File: src/rtl/jsu_pkg.sv
// ---------------------------------------------------------------------------
// jsu_pkg
// Types, codes and decode helpers shared by the JSON string unescaper.
// ---------------------------------------------------------------------------
package jsu_pkg;

  localparam logic [7:0] QUOTE_BYTE  = 8'h22;
  localparam logic [7:0] BSLASH_BYTE = 8'h5c;
  localparam logic [7:0] U_BYTE      = 8'h75;
  localparam logic [7:0] CTRL_LIMIT  = 8'h20;
  localparam logic [15:0] ASCII_MAX  = 16'h007f;

  typedef enum logic [2:0] {
    PH_IDLE = 3'd0,
    PH_BODY = 3'd1,
    PH_ESC  = 3'd2,
    PH_HEX  = 3'd3
  } jsu_phase_t;

  typedef enum logic [1:0] {
    ST_BUSY   = 2'd0,
    ST_CLOSED = 2'd1,
    ST_ERROR  = 2'd2
  } jsu_status_t;

  typedef enum logic [3:0] {
    ERR_NONE        = 4'd0,
    ERR_EXP_QUOTE   = 4'd1,
    ERR_INC_ESC     = 4'd2,
    ERR_INC_UNI     = 4'd3,
    ERR_BAD_HEX     = 4'd4,
    ERR_ABOVE_ASCII = 4'd5,
    ERR_BAD_ESC     = 4'd6,
    ERR_CTRL        = 4'd7,
    ERR_UNTERM      = 4'd8
  } jsu_err_t;

  typedef struct packed {
    logic       opcode;   // 1 = end of text
    logic [7:0] in_byte;
  } jsu_item_t;

  typedef struct packed {
    jsu_err_t    error_code;
    jsu_status_t status;
    logic [7:0]  out_byte;
    logic        byte_valid;
  } jsu_result_t;

  // {ok, value} for an ASCII hex digit
  function automatic logic [4:0] hex_nibble(input logic [7:0] c);
    logic [4:0] r;
    r = 5'd0;
    if (c inside {[8'h30:8'h39]}) begin
      r = {1'b1, c[3:0]};
    end else if (c inside {[8'h41:8'h46], [8'h61:8'h66]}) begin
      r = {1'b1, c[3:0] + 4'd9};
    end
    return r;
  endfunction

  // {ok, decoded byte} for the letter after a backslash
  function automatic logic [8:0] simple_escape(input logic [7:0] c);
    logic [8:0] r;
    case (c)
      8'h22:   r = {1'b1, 8'h22};
      8'h5c:   r = {1'b1, 8'h5c};
      8'h2f:   r = {1'b1, 8'h2f};
      8'h62:   r = {1'b1, 8'h08};
      8'h66:   r = {1'b1, 8'h0c};
      8'h6e:   r = {1'b1, 8'h0a};
      8'h72:   r = {1'b1, 8'h0d};
      8'h74:   r = {1'b1, 8'h09};
      default: r = 9'd0;
    endcase
    return r;
  endfunction

endpackage

File: src/rtl/jsu_pipe_reg.sv
// ---------------------------------------------------------------------------
// jsu_pipe_reg
// Single-entry valid/ready register stage, full rate when the sink is ready.
// ---------------------------------------------------------------------------
module jsu_pipe_reg #(
  parameter int W = 8
) (
  input  logic         clk,
  input  logic         rst_n,
  input  logic         s_valid,
  output logic         s_ready,
  input  logic [W-1:0] s_data,
  output logic         m_valid,
  input  logic         m_ready,
  output logic [W-1:0] m_data
);

  logic         valid_r;
  logic [W-1:0] data_r;

  assign s_ready = !valid_r || m_ready;
  assign m_valid = valid_r;
  assign m_data  = data_r;

  always_ff @(posedge clk) begin
    if (!rst_n) begin
      valid_r <= 1'b0;
    end else if (s_ready) begin
      valid_r <= s_valid;
    end
  end

  // load on accept, hold while stalled
  always_ff @(posedge clk) begin
    if (s_valid && s_ready) begin
      data_r <= s_data;
    end
  end

endmodule

File: src/rtl/jsu_decode.sv
// ---------------------------------------------------------------------------
// jsu_decode
// Parser state and per-byte decode of one quoted JSON string.
// ---------------------------------------------------------------------------
module jsu_decode import jsu_pkg::*; (
  input  logic        clk,
  input  logic        rst_n,
  input  logic        fire,
  input  jsu_item_t   item,
  output jsu_result_t result
);

  jsu_phase_t  phase_r, phase_nxt;
  logic [1:0]  hex_count_r, hex_count_nxt;
  logic [15:0] hex_accum_r, hex_accum_nxt;

  logic [4:0]  nib;
  logic [8:0]  esc;
  logic [15:0] acc_shift;
  jsu_err_t    err;

  assign nib       = hex_nibble(item.in_byte);
  assign esc       = simple_escape(item.in_byte);
  assign acc_shift = {hex_accum_r[11:0], nib[3:0]};

  always_ff @(posedge clk) begin
    if (!rst_n) begin
      phase_r     <= PH_IDLE;
      hex_count_r <= 2'd0;
      hex_accum_r <= 16'd0;
    end else if (fire) begin
      phase_r     <= phase_nxt;
      hex_count_r <= hex_count_nxt;
      hex_accum_r <= hex_accum_nxt;
    end
  end

  always_comb begin
    phase_nxt         = phase_r;
    hex_count_nxt     = hex_count_r;
    hex_accum_nxt     = hex_accum_r;
    err               = ERR_NONE;
    result.byte_valid = 1'b0;
    result.out_byte   = 8'd0;
    result.status     = ST_BUSY;
    case (phase_r)
      PH_BODY: begin
        if (item.opcode) begin
          err = ERR_UNTERM;
        end else if (item.in_byte == QUOTE_BYTE) begin
          result.status = ST_CLOSED;
          phase_nxt     = PH_IDLE;
        end else if (item.in_byte == BSLASH_BYTE) begin
          phase_nxt = PH_ESC;
        end else if (item.in_byte < CTRL_LIMIT) begin
          err = ERR_CTRL;
        end else begin
          result.byte_valid = 1'b1;
          result.out_byte   = item.in_byte;
        end
      end
      PH_ESC: begin
        if (item.opcode) begin
          err = ERR_INC_ESC;
        end else if (item.in_byte == U_BYTE) begin
          phase_nxt     = PH_HEX;
          hex_count_nxt = 2'd0;
          hex_accum_nxt = 16'd0;
        end else if (!esc[8]) begin
          err = ERR_BAD_ESC;
        end else begin
          result.byte_valid = 1'b1;
          result.out_byte   = esc[7:0];
          phase_nxt         = PH_BODY;
        end
      end
      PH_HEX: begin
        if (item.opcode) begin
          err = ERR_INC_UNI;
        end else if (!nib[4]) begin
          err = ERR_BAD_HEX;
        end else begin
          hex_accum_nxt = acc_shift;
          if (hex_count_r == 2'd3) begin
            hex_count_nxt = 2'd0;
            if (acc_shift > ASCII_MAX) begin
              err = ERR_ABOVE_ASCII;
            end else begin
              result.byte_valid = 1'b1;
              result.out_byte   = acc_shift[7:0];
              phase_nxt         = PH_BODY;
            end
          end else begin
            hex_count_nxt = hex_count_r + 2'd1;
          end
        end
      end
      default: begin
        if (!item.opcode && item.in_byte == QUOTE_BYTE) begin
          phase_nxt = PH_BODY;
        end else begin
          err = ERR_EXP_QUOTE;
        end
      end
    endcase
    // any error drops the output byte and returns to idle
    if (err != ERR_NONE) begin
      result.status     = ST_ERROR;
      result.byte_valid = 1'b0;
      result.out_byte   = 8'd0;
      phase_nxt         = PH_IDLE;
      hex_count_nxt     = 2'd0;
      hex_accum_nxt     = 16'd0;
    end
    result.error_code = err;
  end

endmodule

File: src/rtl/json_string_unescape.sv
// ---------------------------------------------------------------------------
// json_string_unescape
// Streaming decoder for one quoted JSON string, one byte per item.
// ---------------------------------------------------------------------------
//
//  channel | ports                          | carries
//  --------+--------------------------------+---------------------------------
//  input   | in_tvalid in_tready in_tdata   | text byte; in_tuser = end of text
//          | in_tuser                       |
//  result  | out_tvalid out_tready out_tdata| out_byte, status, error_code;
//          | out_tuser                      | out_tuser = byte_valid
//
//  One item per clock sustained while out_tready stays high; each input
//  item yields exactly one result. An item passes the input register, then
//  the decode logic feeding the result register.
//  The parser state (phase, hex digit count, hex value) advances only when
//  the item in the input register moves into the result register.
//  A stall on out_tready holds the result register and backs up into the
//  input register; the input side keeps accepting while either stage is free.
//  rst_n (synchronous, active low) empties both stages and puts the parser
//  back to waiting for an opening quote.
//
module json_string_unescape import jsu_pkg::*; (
  input  logic        clk,
  input  logic        rst_n,
  input  logic        in_tvalid,
  output logic        in_tready,
  input  logic [7:0]  in_tdata,   // [7:0] in_byte
  input  logic        in_tuser,   // [0] opcode (1 = end of text)
  output logic        out_tvalid,
  input  logic        out_tready,
  output logic [15:0] out_tdata,  // [7:0] out_byte, [9:8] status,
                                  // [13:10] error_code, [15:14] zero
  output logic        out_tuser   // [0] byte_valid
);

  localparam int ItemW = $bits(jsu_item_t);
  localparam int ResW  = $bits(jsu_result_t);

  jsu_item_t   in_item;
  jsu_item_t   dec_item;
  logic        dec_valid;
  logic        dec_ready;
  jsu_result_t dec_result;
  jsu_result_t out_result;

  assign in_item.opcode  = in_tuser;
  assign in_item.in_byte = in_tdata;

  // input register
  jsu_pipe_reg #(.W(ItemW)) u_in_reg (
    .clk     (clk),
    .rst_n   (rst_n),
    .s_valid (in_tvalid),
    .s_ready (in_tready),
    .s_data  (in_item),
    .m_valid (dec_valid),
    .m_ready (dec_ready),
    .m_data  (dec_item)
  );

  // decode the registered byte; state moves with the item
  jsu_decode u_decode (
    .clk    (clk),
    .rst_n  (rst_n),
    .fire   (dec_valid && dec_ready),
    .item   (dec_item),
    .result (dec_result)
  );

  // result register
  jsu_pipe_reg #(.W(ResW)) u_out_reg (
    .clk     (clk),
    .rst_n   (rst_n),
    .s_valid (dec_valid),
    .s_ready (dec_ready),
    .s_data  (dec_result),
    .m_valid (out_tvalid),
    .m_ready (out_tready),
    .m_data  (out_result)
  );

  assign out_tuser = out_result.byte_valid;
  assign out_tdata = {2'b00, out_result.error_code, out_result.status,
                      out_result.out_byte};

endmodule

File: config.mk
export PLATFORM = sky130hd
export DESIGN_NAME = json_string_unescape
export DESIGN_NICKNAME = d
export VERILOG_FILES = /design/src/rtl/jsu_pkg.sv /design/src/rtl/jsu_pipe_reg.sv /design/src/rtl/jsu_decode.sv /design/src/rtl/json_string_unescape.sv
export SDC_FILE = /design/constraint.sdc
export NUM_CORES = 1
export LEC_CHECK = 0
export BUFFER_PORTS_ARGS = -buffer_cell sky130_fd_sc_hd__buf_2
export CORE_MARGIN = 4
export CORE_UTILIZATION = 40
export CTS_BUF_LIST = sky130_fd_sc_hd__clkbuf_8 sky130_fd_sc_hd__clkbuf_16
export DETAILED_ROUTE_END_ITERATION = 6
export PLACE_DENSITY = 0.62
export SYNTH_ARGS = -nofsm -noshare
export SYNTH_HDL_FRONTEND = slang
export SYNTH_SLANG_ARGS = --single-unit
File: constraint.sdc
create_clock -name clk -period 3.7 [get_ports clk]
set_input_delay 0.185 -clock clk [delete_from_list [all_inputs] [get_ports clk]]
set_output_delay 0.185 -clock clk [all_outputs]
set_load 0.1 [all_outputs]
==> results of run 1 <==
## cell usage in the layout (no fill, tap or decap), drive strengths merged, types with 6 or more instances in the layout
cell    instances
nand3           6
dfxtp          18
buf            30
o21ai           6
edfxtp         24
ha              9
o22ai          13
nor2            9
nand2          21
nor4            7
inv            24
a21oi           7
nor3           15
## sequential cells by signal (all words and copies together) (netlist names)
register / flops
u_decode.hex_accum_r: 12
u_decode.hex_count_r: 2
u_decode.phase_r: 2
u_in_reg.m_data: 9
u_in_reg.m_valid: 1
u_out_reg.m_data: 15
u_out_reg.m_valid: 1
## metal layers
metal	global-route usage (%)	vias up	routed length, µm
li1	-	963	-
met1	21.42	922	2464
met2	22.57	72	2440
met3	3.500	11	401
met4	5.718	0	114
met5	0	-	0
## critical path, cell delays in order, from the launching register on
cell       delay (ns)
edfxtp_1         0.41
inv_1            0.13
ha_1             0.26
o21bai_1         0.29
a2111oi_4        0.15
a31oi_2          0.37
o21ai_0          0.24
a21oi_4          0.32
nand3_1          0.45
o22ai_1          0.29
## path summary, 6_finish.rpt
check	start	end	cells after the start
worst max-delay path	u_in_reg.m_data[0]	u_decode.hex_count_r[1]	9
worst min register to register	u_decode.hex_count_r[0]	u_decode.hex_count_r[0]	1
worst min-delay path	in_tdata[3]	u_in_reg.m_data[3]	1
worst max register to register	u_in_reg.m_data[0]	u_decode.hex_count_r[1]	9
## report_power, final
group	internal, W	switching (W)
clock network	0.000201	0.000167
registers	0.000507	0.0000181
logic	0.0000248	0.0000966
total	0.000733	0.000282
## stage by stage
step	hold slack, ns	setup slack (ns)	total power (W)
6_report	0.04508	0.6967	0.001014
3_5_place_dp	0.3631	0.7237	0.0006567
2_1_floorplan	0.2839	1.088	0.0006390
4_1_cts	0.04534	0.7216	0.001021
3_3_place_gp	0.3613	0.8513	0.0006555
5_1_grt	0.03745	0.4124	0.001055
## area by class of cell
type,count,area (µm²)
inverters,23,86.33
clock buffers,5,68.82
clock inverters,3,43.79
flip-flops and latches,42,1081
multi-input cells,168,1222
repair buffers,30,152.6
fillers,568,3242
well taps,75,93.84
## kinds of logic (layout without fill, tap and decap cells)
logic type,Yosys count,in the layout
buffers and inverters,39,61
AO/OA/AOI/OAI,58,58
AND/OR/NAND/NOR,92,92
other,1,2
adder cells (fa/ha/maj),9,9
flip-flops,42,42
XOR/XNOR,3,3
multiplexers,4,4
==> results_dict.tcl, run 1 <==
set metrics [dict create \
    status "finished clean" \
    antenna_found_initial 0 \
    leakage_nw 0.9094 \
    fin_util_pct 45.89 \
    avgSynthCellArea_um2 10.12 \
    drt_iter0_drc 198 \
    rows 28 \
    grt_max_degree 18 \
    start_util_pct 41.90 \
    cts-root-buf "clkbuf_8" \
    gr-total-overflow 0 \
    synth_top_cell_area_share_pct 28.71 \
    ctsResizeCount 0 \
    finalInstanceArea_mm2 0.002749 \
    synth_ff_type "edfxtp_1" \
    dpl_cell_area_mm2 0.002636 \
    instances_no_fill 346 \
    synth_cell_type_count 66 \
    finalCritPeriodShare_pct 81.17 \
    routed_wl_um 5420 \
    rsz0062_at_grt "no" \
    post-cts-setup-buffers 0 \
    async_flop_share_pct 0 \
    synth_top_family_by_area "simple AND/OR/NAND/NOR gates" \
    synth-seq-area-share_pct 43.07 \
    die_y_um 87.22 \
    synth-seq-cells 42 \
    ir_drop_v 0.0001859 \
    yosys.area_share.simple_pct 21.64 \
    final-max-slew-violation-count 0 \
    vias 1968 \
    clk_pin_slew_ns 0.09 \
    port-buffer-count 29 \
    antenna_cells 0 \
    setup_viol 0 \
    hold_buffers 0 \
    dp_cells 338 \
    clockBufferDepth 2 \
    num-nets-final 292 \
    period_minus_slack_ns 3.003 \
    first_global_vias 1771 \
    syn2layout_area_growth_pct 9.522 \
    drive_above_1_share_pct 20.66 \
    power.density_mw_per_mm2 369.0 \
    cp-start-kind "register" \
    syn_area_mm2 0.002510 \
    remaining_drc_errors 0 \
    drtAntennaViolNets 0 \
    worst_pin_slew_ns 0.6272 \
    cts_buffers 5 \
    core_mm2 0.005991 \
    cp.arrival_ns 3.23 \
    worst-r2r-setup-slack_ns 0.70 \
    wl_per_cell_um 15.66 \
    crit_type "register to register" \
    synth.area.mux_share_pct 1.645 \
    hold_class "primary input to register" \
    ys_top_cells_by_count "edfxtp_1, inv_1, nand2_1" \
    place.gp.congestion 0.9101 \
    insertion_delay_ns 0.31 \
    cp.required_ns 3.92 \
    grt_pass1_wl_um 8880 \
    dpl.hpwl_um 4067 \
    worstPathMaxFanout 12 \
    via_per_inst 5.688 \
    cts.sinks 42 \
    ios 32 \
    synth_fa_ha_area_share_pct 4.487 \
    synth_xor_area_share_pct 1.047 \
    die_area_mm2 0.007606 \
    max_freq_mhz 333.0 \
    syn_inst 248 \
    first_pass_iters 4 \
    hold_viol 0 \
    slew_headroom_pct 58.14 \
    cts_tree "done" \
    end_kind "register" \
    cap_violations 0 \
    synth-edff-count 24 \
    dieWidth_um 87.22 \
    tns_ns 0 \
    synth_top_cell_by_area "edfxtp_1" \
    synth_area_leaders "edfxtp_1, dfxtp_1, ha_1" \
    yosysMostFrequentCell "edfxtp_1" \
    synth_compound_area_share_pct 19.59 \
    grt_use_total_pct 15.18 \
    finClkSkew_ns 0.009277 \
    htree_levels 2 \
    yosysWarnings 0 \
]
Power figures use the tool's default switching activity.
==> run 2, diff against run 1 <==
--- a/config.mk
+++ b/config.mk
@@ -5,12 +5,13 @@
 export SDC_FILE = /design/constraint.sdc
 export NUM_CORES = 1
 export LEC_CHECK = 0
+export ABC_AREA = 1
 export BUFFER_PORTS_ARGS = -buffer_cell sky130_fd_sc_hd__buf_2
 export CORE_MARGIN = 4
 export CORE_UTILIZATION = 40
 export CTS_BUF_LIST = sky130_fd_sc_hd__clkbuf_8 sky130_fd_sc_hd__clkbuf_16
 export DETAILED_ROUTE_END_ITERATION = 6
-export PLACE_DENSITY = 0.62
+export PLACE_DENSITY = 0.61
 export SYNTH_ARGS = -nofsm -noshare
 export SYNTH_HDL_FRONTEND = slang
 export SYNTH_SLANG_ARGS = --single-unit
==> constraint.sdc (replaced) <==
create_clock -name clk -period 2.85 [get_ports clk]
set_input_delay 0.1425 -clock clk [delete_from_list [all_inputs] [get_ports clk]]
set_output_delay 0.1425 -clock clk [all_outputs]
set_load 0.1 [all_outputs]
==> run 2 against run 1 <==
Effect of this change: cell count increased by 38%; wire length is 15% higher; via count grew 23%; cell area up 10%; worst hold slack lost 0.022 ns; global-route usage grew 1.4 points.
==> results_dict.tcl, run 2 <==
set metrics [dict create \
    status "finished clean" \
    place.gp.congestion 0.8778 \
    rr_startpoint "u_in_reg.m_data[1]" \
    power_frac_comb_pct 24.4 \
    vias 2430 \
    synth-seq-area-share_pct 41.24 \
    num-nets-final 420 \
    wl_met2_um 2746 \
    finalCritPeriodShare_pct 92.85 \
    first_pass_iters 5 \
    rr_worst_depth 18 \
    synth_top_cell_by_area "edfxtp_1" \
    synth-edff-count 24 \
    cts_tree "done" \
    die_y_um 88.95 \
    max_freq_mhz 377.9 \
    drive_above_1_share_pct 18.30 \
    synth_ff_type "edfxtp_1" \
    core_mm2 0.006350 \
    largest_register_ff_count 15 \
    cts.sinks 42 \
    gr-total-overflow 0 \
    cp.arrival_ns 2.89 \
    antenna_cells 0 \
    crit_type "register to register" \
    top_layer_used "met4" \
    fin_ws_ns 0.2037 \
    hold-path-endpoint "u_in_reg.m_data[1]" \
    insertion_delay_ns 0.29 \
    cp_cell_sequence "inv_1 > ha_1 > inv_1 > nor2_1 > nand3_2 > nand2_4 > nor2_4 > nand3_1 > nand3_1 > nand2_2 > nand3_4 > nor2_4 > buf_4 > buf_4 > nand2_1 > nor3_1 > nor2_1 > nor2_1" \
    drt_iter0_drc 243 \
    synth_top_cell_area_share_pct 27.49 \
    hold_viol 0 \
    cts_buffers 5 \
    grt_use_total_pct 16.59 \
    yosysMostFrequentCell "nand2_1" \
    async_flop_share_pct 0 \
    wl_per_cell_um 13.08 \
    synth_cell_type_count 34 \
    internal_power_w 0.0009648 \
    power.density_mw_per_mm2 478.4 \
    cts-root-buf "clkbuf_8" \
    port-buffer-count 29 \
    clockBufferDepth 2 \
    power_w 0.001447 \
    min_path_cells 1 \
    cpLargestDelayFamily "simple AND/OR/NAND/NOR gates" \
    syn2layout_area_growth_pct 15.42 \
    worstPathMaxFanout 7 \
    setup_viol 0 \
    seqPwrFrac_pct 48.4 \
    avgSynthCellArea_um2 7.342 \
    wl_met1_um 2983 \
    clk_pin_slew_ns 0.08 \
    cap_violations 0 \
    timing.rr.end "u_decode.hex_count_r[0]" \
    syn_inst 357 \
    synth-seq-cells 42 \
    finClkSkew_ns 0.007825 \
    remaining_drc_errors 0 \
    final_common_cell "nand2_1" \
    htree_levels 2 \
    ys_top_cells_by_count "nand2_1, inv_1, nor2_1" \
    slowest_stage "edfxtp_1" \
    hold_buffers 0 \
    cp.required_ns 3.09 \
    finalInstanceArea_mm2 0.003025 \
    layout_common_cells "nand2_1, inv_1, nor2_1, buf_2, edfxtp_1" \
    syn_area_mm2 0.002621 \
    start_util_pct 41.28 \
    period_minus_slack_ns 2.646 \
    final-max-slew-violation-count 0 \
    slew_headroom_pct 53.86 \
    via_per_inst 5.105 \
    drtAntennaViolNets 0 \
    cp-start-kind "register" \
    first_global_vias 2156 \
    dpl_cell_area_mm2 0.002835 \
    ios 32 \
    rows 29 \
    critical-path-max-stage-delay_ns 0.44 \
    dieWidth_um 88.95 \
    grt_max_degree 18 \
    hold_class "primary input to register" \
    worst-r2r-setup-slack_ns 0.20 \
    path_buf_inv 4 \
    yosysWarnings 0 \
    wl_met3_um 395 \
    holdCritStartpoint "in_tdata[1]" \
    crit_path_frequent_cell "nor2_1" \
    routed_wl_um 6227 \
    synth_area_leaders "edfxtp_1, dfxtp_1, nand2_1" \
    clock_power_share_pct 27.2 \
    die_area_mm2 0.007912 \
    swShare_pct 33.33 \
    dpl.hpwl_um 4776 \
    pre_cts_ws_ns 0.1111 \
    antenna_found_initial 0 \
    p_switching_w 0.0004824 \
    grt_pass1_wl_um 10230 \
    leakage_nw 1.368 \
    worst_pin_slew_ns 0.6921 \
    ir_drop_v 0.0002438 \
    end_kind "register" \
]
run 2: layer usage:
layer  global-route usage, %  vias to the layer above
li1                        -                     1228
met1                   23.78                     1097
met2                   25.30                       93
met3                   2.304                       12
met4                   6.631                        0
met5                       0                        -
run 2: worst max path at each step:
stage | from | to | slack (ns) | depth (start not counted)
2_1_floorplan | u_out_reg.m_valid | u_in_reg.m_data[0] | 0.07 | 3
3_5_place_dp | u_in_reg.m_data[0] | u_decode.hex_accum_r[3] | 0.11 | 17
3_3_place_gp | u_in_reg.m_data[0] | u_decode.hex_accum_r[3] | 0.23 | 17
5_1_grt | u_in_reg.m_data[0] | u_decode.hex_count_r[0] | -0.006 | 18
6_report | u_in_reg.m_data[1] | u_decode.hex_count_r[0] | 0.20 | 18
4_1_cts | u_in_reg.m_data[0] | u_decode.hex_count_r[1] | 0.09 | 16
run 2: logic make-up after synthesis:
| group | synth area share (%) |
|---|---|
| buffers and inverters | 10.93 |
| adders and majority gates | 4.296 |
| other | 0.1431 |
| and+or+nand+nor | 34.94 |
| DFF | 41.24 |
| AOI/OAI and AO/OA | 8.116 |
| xor gates and xnor gates | 0.3342 |
run 2: through the flow:
stage	utilization (%)	setup TNS (ns)	hold WS [ns]	instances
floorplan	-	0	0.2414	358
global placement	44.65	0	0.3186	458
detailed placement	44.65	0	0.3206	458
CTS	46.09	0	0.01563	466
global route	47.65	-0.006763	0.01198	476
finish	47.65	0	0.02309	476
run 2: area by class of cell:
type / count / area [µm²]
well taps: 77 / 96.34
fillers: 637 / 3324
flip-flops and latches: 42 / 1081
inverters: 57 / 217.7
clock buffers: 6 / 82.58
clock inverters: 2 / 8.758
repair buffers: 44 / 257.7
multi-input cells: 248 / 1281
run 2: what timing repair did:
action | in CTS | in global routing
resized for setup | 0 | 6
buffers inserted | 0 | 10
endpoints found under the setup margin | 0 | 26
run 2: power by group through the flow:
stage	Clock [W]	Sequential, W	Combinational [W]
after floorplan	0	0.000773	0.000200
after global placement	0	0.000712	0.000317
after detailed placement	0	0.000713	0.000320
after CTS	0.000407	0.000699	0.000321
after global routing	0.000428	0.000704	0.000387
final	0.000394	0.000700	0.000353
==> run 3, diff against run 2 <==
--- a/config.mk
+++ b/config.mk
@@ -12,6 +12,7 @@
 export CTS_BUF_LIST = sky130_fd_sc_hd__clkbuf_8 sky130_fd_sc_hd__clkbuf_16
 export DETAILED_ROUTE_END_ITERATION = 6
 export PLACE_DENSITY = 0.61
+export RECOVER_POWER = 50
 export SYNTH_ARGS = -nofsm -noshare
 export SYNTH_HDL_FRONTEND = slang
 export SYNTH_SLANG_ARGS = --single-unit
==> run 3 against run 2 <==
Effect of this change: cell area fell by 0.87%; highest routed layer unchanged; flip-flop and latch count unchanged; sequential power barely moved; setup slack got worse by 0.0050 ns; global-route usage is the same; critical path depth is the same; critical endpoint unchanged; wire length is essentially flat; non-clock buffer count stayed put; worst hold slack better by 0.0013 ns; combinational power down 1%; clock skew hardly changed.
==> results_dict.tcl, run 3 (same netlist as run 2, synthesis figures left out) <==
set metrics [dict create \
    status "finished clean" \
    leakage_nw 1.310 \
    final-max-slew-violation-count 0 \
    worstPathMaxFanout 7 \
    instances_no_fill 476 \
    cp.arrival_ns 2.89 \
    period_minus_slack_ns 2.651 \
    finalCritPeriodShare_pct 93.03 \
    grt_use_total_pct 16.59 \
    whs_ns 0.02434 \
    cts-root-buf "clkbuf_8" \
    dpl.hpwl_um 4776 \
    slew_headroom_pct 22.51 \
    holdCritStartpoint "in_tdata[1]" \
    place.gp.congestion 0.8778 \
    antenna_found_initial 0 \
    cts_buffers 5 \
    grt_max_degree 18 \
    port-buffer-count 29 \
    htree_levels 2 \
    core_mm2 0.006350 \
    max_freq_mhz 377.2 \
    start_util_pct 41.28 \
    ios 32 \
    vias 2408 \
    routed_wl_um 6223 \
    worst-r2r-setup-slack_ns 0.20 \
    worst_pin_slew_ns 1.167 \
    power.density_mw_per_mm2 480.8 \
    end_kind "register" \
    dieWidth_um 88.95 \
    dpl_cell_area_mm2 0.002835 \
    hold-path-endpoint "u_in_reg.m_data[1]" \
    rr_worst_depth 18 \
    fin_util_pct 47.23 \
    cts_tree "done" \
    die_area_mm2 0.007912 \
    num-nets-final 420 \
    grt_pass1_wl_um 10230 \
    wl_per_cell_um 13.07 \
    hold_viol 0 \
    finalInstanceArea_mm2 0.002999 \
    insertion_delay_ns 0.29 \
    final_common_cell "nand2_1" \
    ir_drop_v 0.0002341 \
    power_w 0.001442 \
    hold_class "primary input to register" \
    via_per_inst 5.059 \
    remaining_drc_errors 0 \
    die_y_um 88.95 \
    rr_startpoint "u_in_reg.m_data[1]" \
    largest_register_ff_count 15 \
    crit_type "register to register" \
    drt_iter0_drc 222 \
    drtAntennaViolNets 0 \
    cts.sinks 42 \
    rows 29 \
    syn2layout_area_growth_pct 14.42 \
    cp-start-kind "register" \
    gr-total-overflow 0 \
    layout_common_cells "nand2_1, inv_1, nor2_1, edfxtp_1" \
    antenna_cells 0 \
    finClkSkew_ns 0.007490 \
    timing.rr.end "u_decode.hex_count_r[0]" \
    first_global_vias 2156 \
    clk_pin_slew_ns 0.08 \
    clockBufferDepth 2 \
    cap_violations 0 \
    drive_above_1_share_pct 13.53 \
    cp.required_ns 3.09 \
    setup_viol 0 \
    min_path_cells 1 \
    first_pass_iters 5 \
    dp_cells 458 \
]
## run 3: changes by cell type in the layout (fill, tap and decap cells not counted)
cell	previous run	this run
buf_2	29	11
buf_4	15	14
clkbuf_1	0	19
## run 3: what timing repair did
| action | 4_1_cts | 5_1_grt |
|---|---|---|
| resized for setup | 0 | 6 |
| setup buffers | 0 | 10 |
| endpoints found under the setup margin | 0 | 26 |
| hold buffers | 0 | 0 |
## run 3: how the worst max path moves through the flow
stage                             from                      end  slack, ns  cells after the start
floorplan            u_out_reg.m_valid       u_in_reg.m_data[0]       0.07                      3
global route        u_in_reg.m_data[0]  u_decode.hex_count_r[0]     -0.007                     18
detailed placement  u_in_reg.m_data[0]  u_decode.hex_accum_r[3]       0.11                     17
global placement    u_in_reg.m_data[0]  u_decode.hex_accum_r[3]       0.23                     17
finish              u_in_reg.m_data[1]  u_decode.hex_count_r[0]       0.20                     18
CTS                 u_in_reg.m_data[0]  u_decode.hex_count_r[1]       0.09                     16
## run 3: metal layers
metal / wire length (µm) / track usage, % / vias to the layer above
met1: 2974 / 23.78 / 1089
li1: - / - / 1229
met5: 0 / 0 / -
met4: 96 / 6.631 / 0
met2: 2740 / 25.30 / 79
met3: 412 / 2.304 / 11
## run 3: through the flow
step / setup TNS (ns) / worst slack (ns)
after floorplan: 0 / 0.07103
after global placement: 0 / 0.2288
after detailed placement: 0 / 0.1111
after CTS: 0 / 0.09132
after global routing: -0.01891 / -0.007072
final: 0 / 0.1987
## run 3: cell type report
| cell class | count | area, µm² |
|---|---|---|
| clock buffers | 6 | 82.58 |
| clock inverters | 2 | 8.758 |
| fillers | 647 | 3351 |
| inverters | 57 | 217.7 |
| multi-input cells | 248 | 1281 |
| flip-flops and latches | 42 | 1081 |
| well taps | 77 | 96.34 |
| repair buffers | 44 | 231.5 |
## run 3: report_power, final
part	total [W]	switching, W	internal (W)	leakage (nW)
Sequential	0.000700	0.0000257	0.000675	0.382
Clock	0.000393	0.000201	0.000192	0.0524
Combinational	0.000349	0.000254	0.0000949	0.876
Total	0.00144	0.000481	0.000961	1.31
## run 3: critical path, stage by stage, from the launching register on
cell and delay [ns]:
edfxtp_1 0.44, inv_1 0.15, ha_1 0.21, inv_1 0.06
nor2_1 0.14, nand3_2 0.16, nand2_4 0.14, nor2_4 0.05
nand3_1 0.07, nand3_1 0.12, nand2_2 0.11, nand3_4 0.11
nor2_4 0.22, buf_4 0.17, buf_4 0.12, nand2_1 0.05
nor3_1 0.14, nor2_1 0.06, nor2_1 0.09
